File: src/design/lsr_pkg.sv
// ----------------------------------------------------------------------------
// lsr_pkg
// Shared types and constants for the lookahead spike remover.
// ----------------------------------------------------------------------------
package lsr_pkg;

  localparam int CFG_INDEX_BITS = 8;
  localparam int CFG_DATA_BITS  = 16;
  localparam int THRESH_BITS    = 16;
  localparam int COUNT_BITS     = 4;
  localparam int ENERGY_BITS    = 19;
  localparam int FRAC_BITS      = 15;
  localparam int RING_SLOTS     = 3;

  localparam logic [CFG_INDEX_BITS-1:0] REG_ENABLE        = 8'd0;
  localparam logic [CFG_INDEX_BITS-1:0] REG_NOISE_FLOOR   = 8'd1;
  localparam logic [CFG_INDEX_BITS-1:0] REG_REL_THRESHOLD = 8'd2;
  localparam logic [CFG_INDEX_BITS-1:0] REG_ABS_THRESHOLD = 8'd3;

  localparam logic [THRESH_BITS-1:0] NOISE_FLOOR_RESET   = 16'd164;
  localparam logic [THRESH_BITS-1:0] REL_THRESHOLD_RESET = 16'd4915;
  localparam logic [THRESH_BITS-1:0] ABS_THRESHOLD_RESET = 16'd655;

  localparam logic [ENERGY_BITS-1:0] ENERGY_MAX = '1;

  typedef struct packed {
    logic [THRESH_BITS-1:0] noise_floor;
    logic [THRESH_BITS-1:0] rel_threshold;
    logic [THRESH_BITS-1:0] abs_threshold;
  } lsr_thresh_t;

endpackage

File: src/design/lsr_lane.sv
// ----------------------------------------------------------------------------
// lsr_lane
// Three-point spike test for one lane: noise floor gate, direction change,
// deviation against relative and absolute thresholds, corrected middle value.
// ----------------------------------------------------------------------------
module lsr_lane
  import lsr_pkg::*;
#(
  parameter int SAMPLE_BITS = 16
) (
  input  logic [SAMPLE_BITS-1:0] oldest,
  input  logic [SAMPLE_BITS-1:0] middle,
  input  logic [SAMPLE_BITS-1:0] newest,
  input  lsr_thresh_t            thresh,
  output logic                   found,
  output logic                   fixed,
  output logic [SAMPLE_BITS-1:0] middle_next,
  output logic [SAMPLE_BITS-1:0] energy
);

  localparam int SUM_BITS  = SAMPLE_BITS + 1;
  localparam int PROD_BITS = SUM_BITS + THRESH_BITS;

  logic [SUM_BITS-1:0]    sum;
  logic [SUM_BITS-1:0]    twice_m;
  logic [SUM_BITS-1:0]    dev2;
  logic [PROD_BITS-1:0]   scaled_dev;
  logic [PROD_BITS-1:0]   rel_limit;
  logic [PROD_BITS-1:0]   abs_limit;
  logic [SAMPLE_BITS-1:0] average;
  logic                   quiet;

  always_comb begin
    sum        = SUM_BITS'(oldest) + SUM_BITS'(newest);
    twice_m    = {middle, 1'b0};
    dev2       = (twice_m > sum) ? (twice_m - sum) : (sum - twice_m);
    scaled_dev = PROD_BITS'(dev2) << FRAC_BITS;
    rel_limit  = PROD_BITS'(sum) * PROD_BITS'(thresh.rel_threshold);
    abs_limit  = PROD_BITS'(thresh.abs_threshold) << 1;
    average    = sum[SUM_BITS-1:1];
    quiet      = (PROD_BITS'(oldest) < PROD_BITS'(thresh.noise_floor)) &&
                 (PROD_BITS'(middle) < PROD_BITS'(thresh.noise_floor)) &&
                 (PROD_BITS'(newest) < PROD_BITS'(thresh.noise_floor));
    found      = !quiet && ((middle > oldest) != (newest > middle));
    fixed      = found && (scaled_dev > rel_limit) && (PROD_BITS'(dev2) > abs_limit);
    middle_next = fixed ? average : middle;
    energy      = fixed ? dev2[SUM_BITS-1:1] : '0;
  end

endmodule

File: config.mk
export PLATFORM = sky130hd
export DESIGN_NAME = lsr_lane
export DESIGN_NICKNAME = d
export VERILOG_FILES = /design/src/design/lsr_pkg.sv /design/src/design/lsr_lane.sv
export SDC_FILE = /design/constraint.sdc
export NUM_CORES = 1
export LEC_CHECK = 0
export ABC_AREA = 1
export BUFFER_PORTS_ARGS = -buffer_cell sky130_fd_sc_hd__buf_2
export CAP_MARGIN = 30
export CORE_MARGIN = 1.5
export CORE_UTILIZATION = 45
export DETAILED_ROUTE_END_ITERATION = 6
export PLACE_DENSITY = 0.64
export SYNTH_ARGS = -nofsm -noshare
export SYNTH_HDL_FRONTEND = slang
export SYNTH_SLANG_ARGS = --single-unit
File: constraint.sdc
create_clock -name vclk -period 21.2
set_input_delay 6.36 -clock vclk [all_inputs]
set_output_delay 6.36 -clock vclk [all_outputs]
set_load 0.01 [all_outputs]
==> flow_metrics.py, run 1 <==
metrics = {
    "detailed_routing": {
        "num_vias": 14700,
        "via_per_inst": 5.38,
        "drtPass1Iterations": 5,
        "drtAntennaViolNets": 0,
        "routed_wl_um": 52100,
        "drc": 0,
        "wl_per_cell_um": 19.1,
        "drtIter0Drc": 1115,
    },
    "synthesis": {
        "yosys.area.top_type": "fa_1",
        "syn_inst": 2115,
        "yosys_warnings": 0,
        "synth_cell_types": 38,
        "synthTopCellsByArea": "fa_1 29%, ha_1 22%, nand2_1 13%, inv_1 12%, nor2_1 4.8%",
        "synth_top_area_frac": 0.288,
        "synth_top_family_by_area": "adder cells",
        "synthMuxAreaShare": 0,
        "netlist_area_um2": 14600,
        "synth_xor_area_frac": 0.0293,
        "ys_seq_area_frac": 0,
        "synth_compound_area_frac": 0.0877,
        "synth_simple_gate_area_frac": 0.231,
        "syn_nets": 2685,
        "synthAdderAreaFrac": 0.513,
        "syn_avg_cell_area_um2": 6.93,
    },
    "grt": {
        "grt_pass1_vias": 14500,
        "grt_max_degree": 21,
        "grt_overflow_total": 0,
        "track_usage": 0.311,
        "grt_first_pass_wirelength_um": 80500,
        "antenna_found_initial": 2,
    },
    "worst_setup_path": {
        "worstPathBufferInverterCount": 10,
        "worst-path-stages": 44,
        "cp-start-kind": "input port",
        "cp_slowest_cell": "fa_1",
        "crit_family": "adder cells",
        "cp.required_ns": 14.84,
        "crit_start": "newest[2]",
        "critical-path-max-stage-delay_ns": 0.55,
        "cp_max_fo": 8,
        "arrival_ns": 14.58,
        "critical_path_class": "input port to output pin",
        "critPathCapture": "energy[3]",
        "crit_path_end_kind": "output pin",
    },
    "hold_path": {
        "hold_class": "input port to output pin",
        "hold_depth": 4,
    },
    "layout": {
        "drive_above_1_share": 0.160,
        "design_area_um2": 17200,
        "regArea_um2": 0,
        "area_growth_pct": 17.1,
        "nClkBuffers": 0,
        "nets": 2863,
        "n_sequential_cell": 0,
    },
    "sta": {
        "fin_crit_sh": 0.988,
        "holdWs_ns": 13.10,
        "slew_viol_final": 0,
        "finalSetupTns_ns": 0,
        "tightest_slew_ns": 0.972,
        "fin_ws_ns": 0.263,
        "fmax_mhz": 47.8,
        "relSlewSlack": 0.345,
        "period_minus_slack_ns": 20.94,
        "setup_viol": 0,
        "final_hold_viol_count": 0,
    },
    "placed_design": {
        "gp_congestion": 1.02,
        "placed_area_um2": 16200,
        "dp_slack_ns": -0.148,
        "portBuffers": 130,
        "hpwlAfterDp_um": 43700,
    },
    "floorplan": {
        "start_util": 0.461,
        "rows": 65,
        "io_pins": 130,
        "fp.dieH_um": 183,
        "fp.dieW_um": 183,
        "core_region_area_um2": 31800,
        "die_area_um2": 33600,
    },
    "run_status": {
        "status": "finished, final reports clean",
    },
    "flow_run": {
        "cap_violations": 0,
    },
}
cells by family after synthesis:
logic type,count (synthesis)
compound gates,232
simple gates,829
xor+xnor,49
fa+ha+maj,474
buf+inv,531
repair_timing:
action                     in CTS  in global routing
setup endpoints to repair      33                 33
pin swaps                       0                 52
gates cloned                    0                  2
setup buffers                   3                 19
hold buffers                    0                  0
gates resized for setup         5                152
synth_stat cells (all sizes together) (8+ instances only):
master	number
nand2	507
inv	480
ha	263
fa	211
nor2	205
a21oi	127
nand3	69
o21ai	56
xor2	38
clkbuf	33
nand4	14
nor3	14
buf	13
xnor2	11
o21a	10
o21bai	9
o211ai	8
how the worst min path moves through the flow:
| stage | startpoint | endpoint | slack (ns) |
|---|---|---|---|
| global placement | middle[5] | middle_next[5] | 13.10 |
| CTS | middle[8] | middle_next[8] | 13.10 |
| global route | middle[7] | middle_next[7] | 13.11 |
| finish | middle[8] | middle_next[8] | 13.10 |
| detailed placement | middle[8] | middle_next[8] | 13.10 |
| floorplan | middle[10] | middle_next[10] | 12.84 |
area by class of cell:
type	instances	area (um^2)
Antenna cell	3	7.51
Fill cell	3199	14600
Inverter	485	1830
Multi-Input combinational cell	1584	13300
Tap cell	435	544
Timing Repair Buffer	222	1480
metrics by stage:
step	util	instances
after floorplan	-	2115
after global placement	0.508	2702
after detailed placement	0.508	2702
after CTS	0.510	2705
after global routing	0.539	2728
final	0.540	2729
layout by cell type (no fill, tap or decap), types with 11 or more instances in the layout:
cell	netlist	layout
a21oi_2	0	17
fa_1	211	210
nand2_1	502	481
inv_1	479	469
nor2_2	18	23
buf_2	8	130
ha_4	0	24
buf_4	2	75
a21oi_1	127	108
o21ai_0	56	50
ha_1	263	237
nand2_2	4	20
nor3_1	14	11
xor2_1	38	36
nor2_1	186	177
nand3_1	69	60
nand4_1	14	14
worst min-delay path: stages:
cell	delay [ns]
buf_2	0.15
nand2_1	0.07
nand2_1	0.04
buf_2	0.12
per-layer routing:
layer	share of wire	GRT usage	wire (um)
met5	0	0	0
met4	0.025	0.0698	1290
met3	0.079	0.0303	4110
met2	0.45	0.510	23500
met1	0.44	0.442	23100
Power of run 1 is left out: the tool's default activity adds up to more than one toggle a clock period on the data nets, which glitch-free logic cannot reach.
==> inputs of run 2 (changes only) <==
BUFFER_PORTS_ARGS = -buffer_cell sky130_fd_sc_hd__buf_4   (was -buffer_cell sky130_fd_sc_hd__buf_2)
CORE_UTILIZATION = 60   (was 45)
PLACE_DENSITY = 0.81   (was 0.64)
==> run 2 against run 1 <==
- non-clock buffer count rose by 19
- via count rose by 2.7%
- sequential share of layout area unchanged
==> flow_metrics.py, run 2 (same netlist as run 1, synthesis figures left out) <==
metrics = {
    "sta": {
        "setup_viol": 0,
        "holdWs_ns": 13.06,
        "period_minus_slack_ns": 21.15,
        "relSlewSlack": 0.300,
        "fmax_mhz": 47.3,
        "tightest_slew_ns": 1.04,
        "slew_viol_final": 0,
        "final_hold_viol_count": 0,
        "fin_crit_sh": 0.998,
    },
    "floorplan": {
        "core_region_area_um2": 23700,
        "io_pins": 130,
        "fp.dieH_um": 159,
        "rows": 56,
        "start_util": 0.619,
        "fp.dieW_um": 159,
        "die_area_um2": 25400,
    },
    "layout": {
        "area_growth_pct": 19.1,
        "n_sequential_cell": 0,
        "nets": 2882,
        "n_antenna_cell": 0,
        "regArea_um2": 0,
        "final_common_cell": "nand2_1",
        "design_area_um2": 17400,
        "layout_common_cells": "487 x nand2_1, 468 x inv_1, 238 x ha_1",
        "nClkBuffers": 0,
        "drive_above_1_share": 0.165,
    },
    "hold_path": {
        "hold_class": "input port to output pin",
        "worstHoldStart": "middle[8]",
        "hold_depth": 4,
        "whs_endpoint": "middle_next[8]",
    },
    "worst_setup_path": {
        "arrival_ns": 14.79,
        "crit_path_end_kind": "output pin",
        "cpMostUsedCell": "nand2_1",
        "cp_slowest_cell": "fa_1",
        "cp_max_fo": 7,
        "cp.required_ns": 14.84,
        "critical_path_class": "input port to output pin",
        "cp-start-kind": "input port",
        "critical-path-max-stage-delay_ns": 0.54,
    },
    "flow_run": {
        "cap_violations": 0,
    },
    "detailed_routing": {
        "drc": 0,
        "num_vias": 15100,
        "wl_per_cell_um": 19.6,
        "drtAntennaViolNets": 0,
        "routed_wl_um": 51400,
        "via_per_inst": 5.74,
        "drtPass1Iterations": 7,
        "drtIter0Drc": 1428,
    },
    "grt": {
        "grt_max_degree": 22,
        "antenna_found_initial": 0,
        "grt_first_pass_wirelength_um": 78900,
        "grt_pass1_vias": 15200,
        "track_usage": 0.396,
        "grt_overflow_total": 0,
    },
    "placed_design": {
        "gp_congestion": 1.04,
        "hpwlAfterDp_um": 42900,
        "portBuffers": 130,
        "placed_area_um2": 16500,
    },
    "run_status": {
        "status": "finished, final reports clean",
    },
    "clock_tree": {
        "cts_hold_buffers": 0,
    },
}
[run 2: cell count changes in the layout (fill, tap and decap cells not counted), moves of 3 or more]
cell     before  now
fa_2          1    4
ha_2          2    5
nor2_4        4    0
buf_2       130    0
buf_4        75  224
ha_4         24   20
diode_2       3    0
nand2_1     481  487
nand2_2      20   14
fa_1        210  207
buf_6        10    7
[run 2: what timing repair did]
action	4_1_cts	5_1_grt
gates resized for setup	9	140
endpoints found under the setup margin	32	33
setup buffers	1	21
cloned	0	1
pin swaps	0	34
[run 2: worst max-delay path by stage]
stage / start / to / slack, ns / cells after the start
5_1_grt: oldest[3] / middle_next[3] / -0.18 / 50
6_report: oldest[3] / middle_next[7] / 0.05 / 49
2_1_floorplan: oldest[2] / energy[13] / 0.77 / 41
4_1_cts: oldest[2] / middle_next[10] / 0.005 / 45
3_5_place_dp: oldest[2] / middle_next[10] / -0.14 / 41
3_3_place_gp: oldest[0] / middle_next[10] / 0.04 / 43
[run 2: critical path, delay by kind of cell]
kind,cells,cell delay [ns]
buffers and inverters,15,1.89
AO/OA/AOI/OAI,3,0.44
AND/OR/NAND/NOR,21,2.15
XOR/XNOR,1,0.15
adder cells (fa/ha/maj),9,3.78
[run 2: final cells by class]
class / count / area (um^2)
multi-input combinational: 1584 / 13300
inverter: 485 / 1830
tap: 319 / 399
timing repair buffer: 241 / 1960
fill: 1933 / 6240
[run 2: metrics by stage]
stage               utilization  cells  worst slack, ns  setup TNS (ns)
floorplan                     -   2115            0.773               0
CTS                       0.700   2607          0.00506               0
finish                    0.737   2629           0.0504               0
detailed placement        0.698   2606           -0.142          -0.797
global placement          0.698   2606           0.0402               0
global route              0.737   2629           -0.175           -4.94
[run 2: routing by layer]
metal	track usage	vias up	wire length (um)	part of all wire
met5	0	-	0	0
met4	0.179	0	2780	0.054
met3	0.0979	198	6320	0.12
met2	0.622	923	22400	0.44
met1	0.516	7090	19900	0.39
li1	-	6877	-	-
Power of run 2 is left out for the same reason.
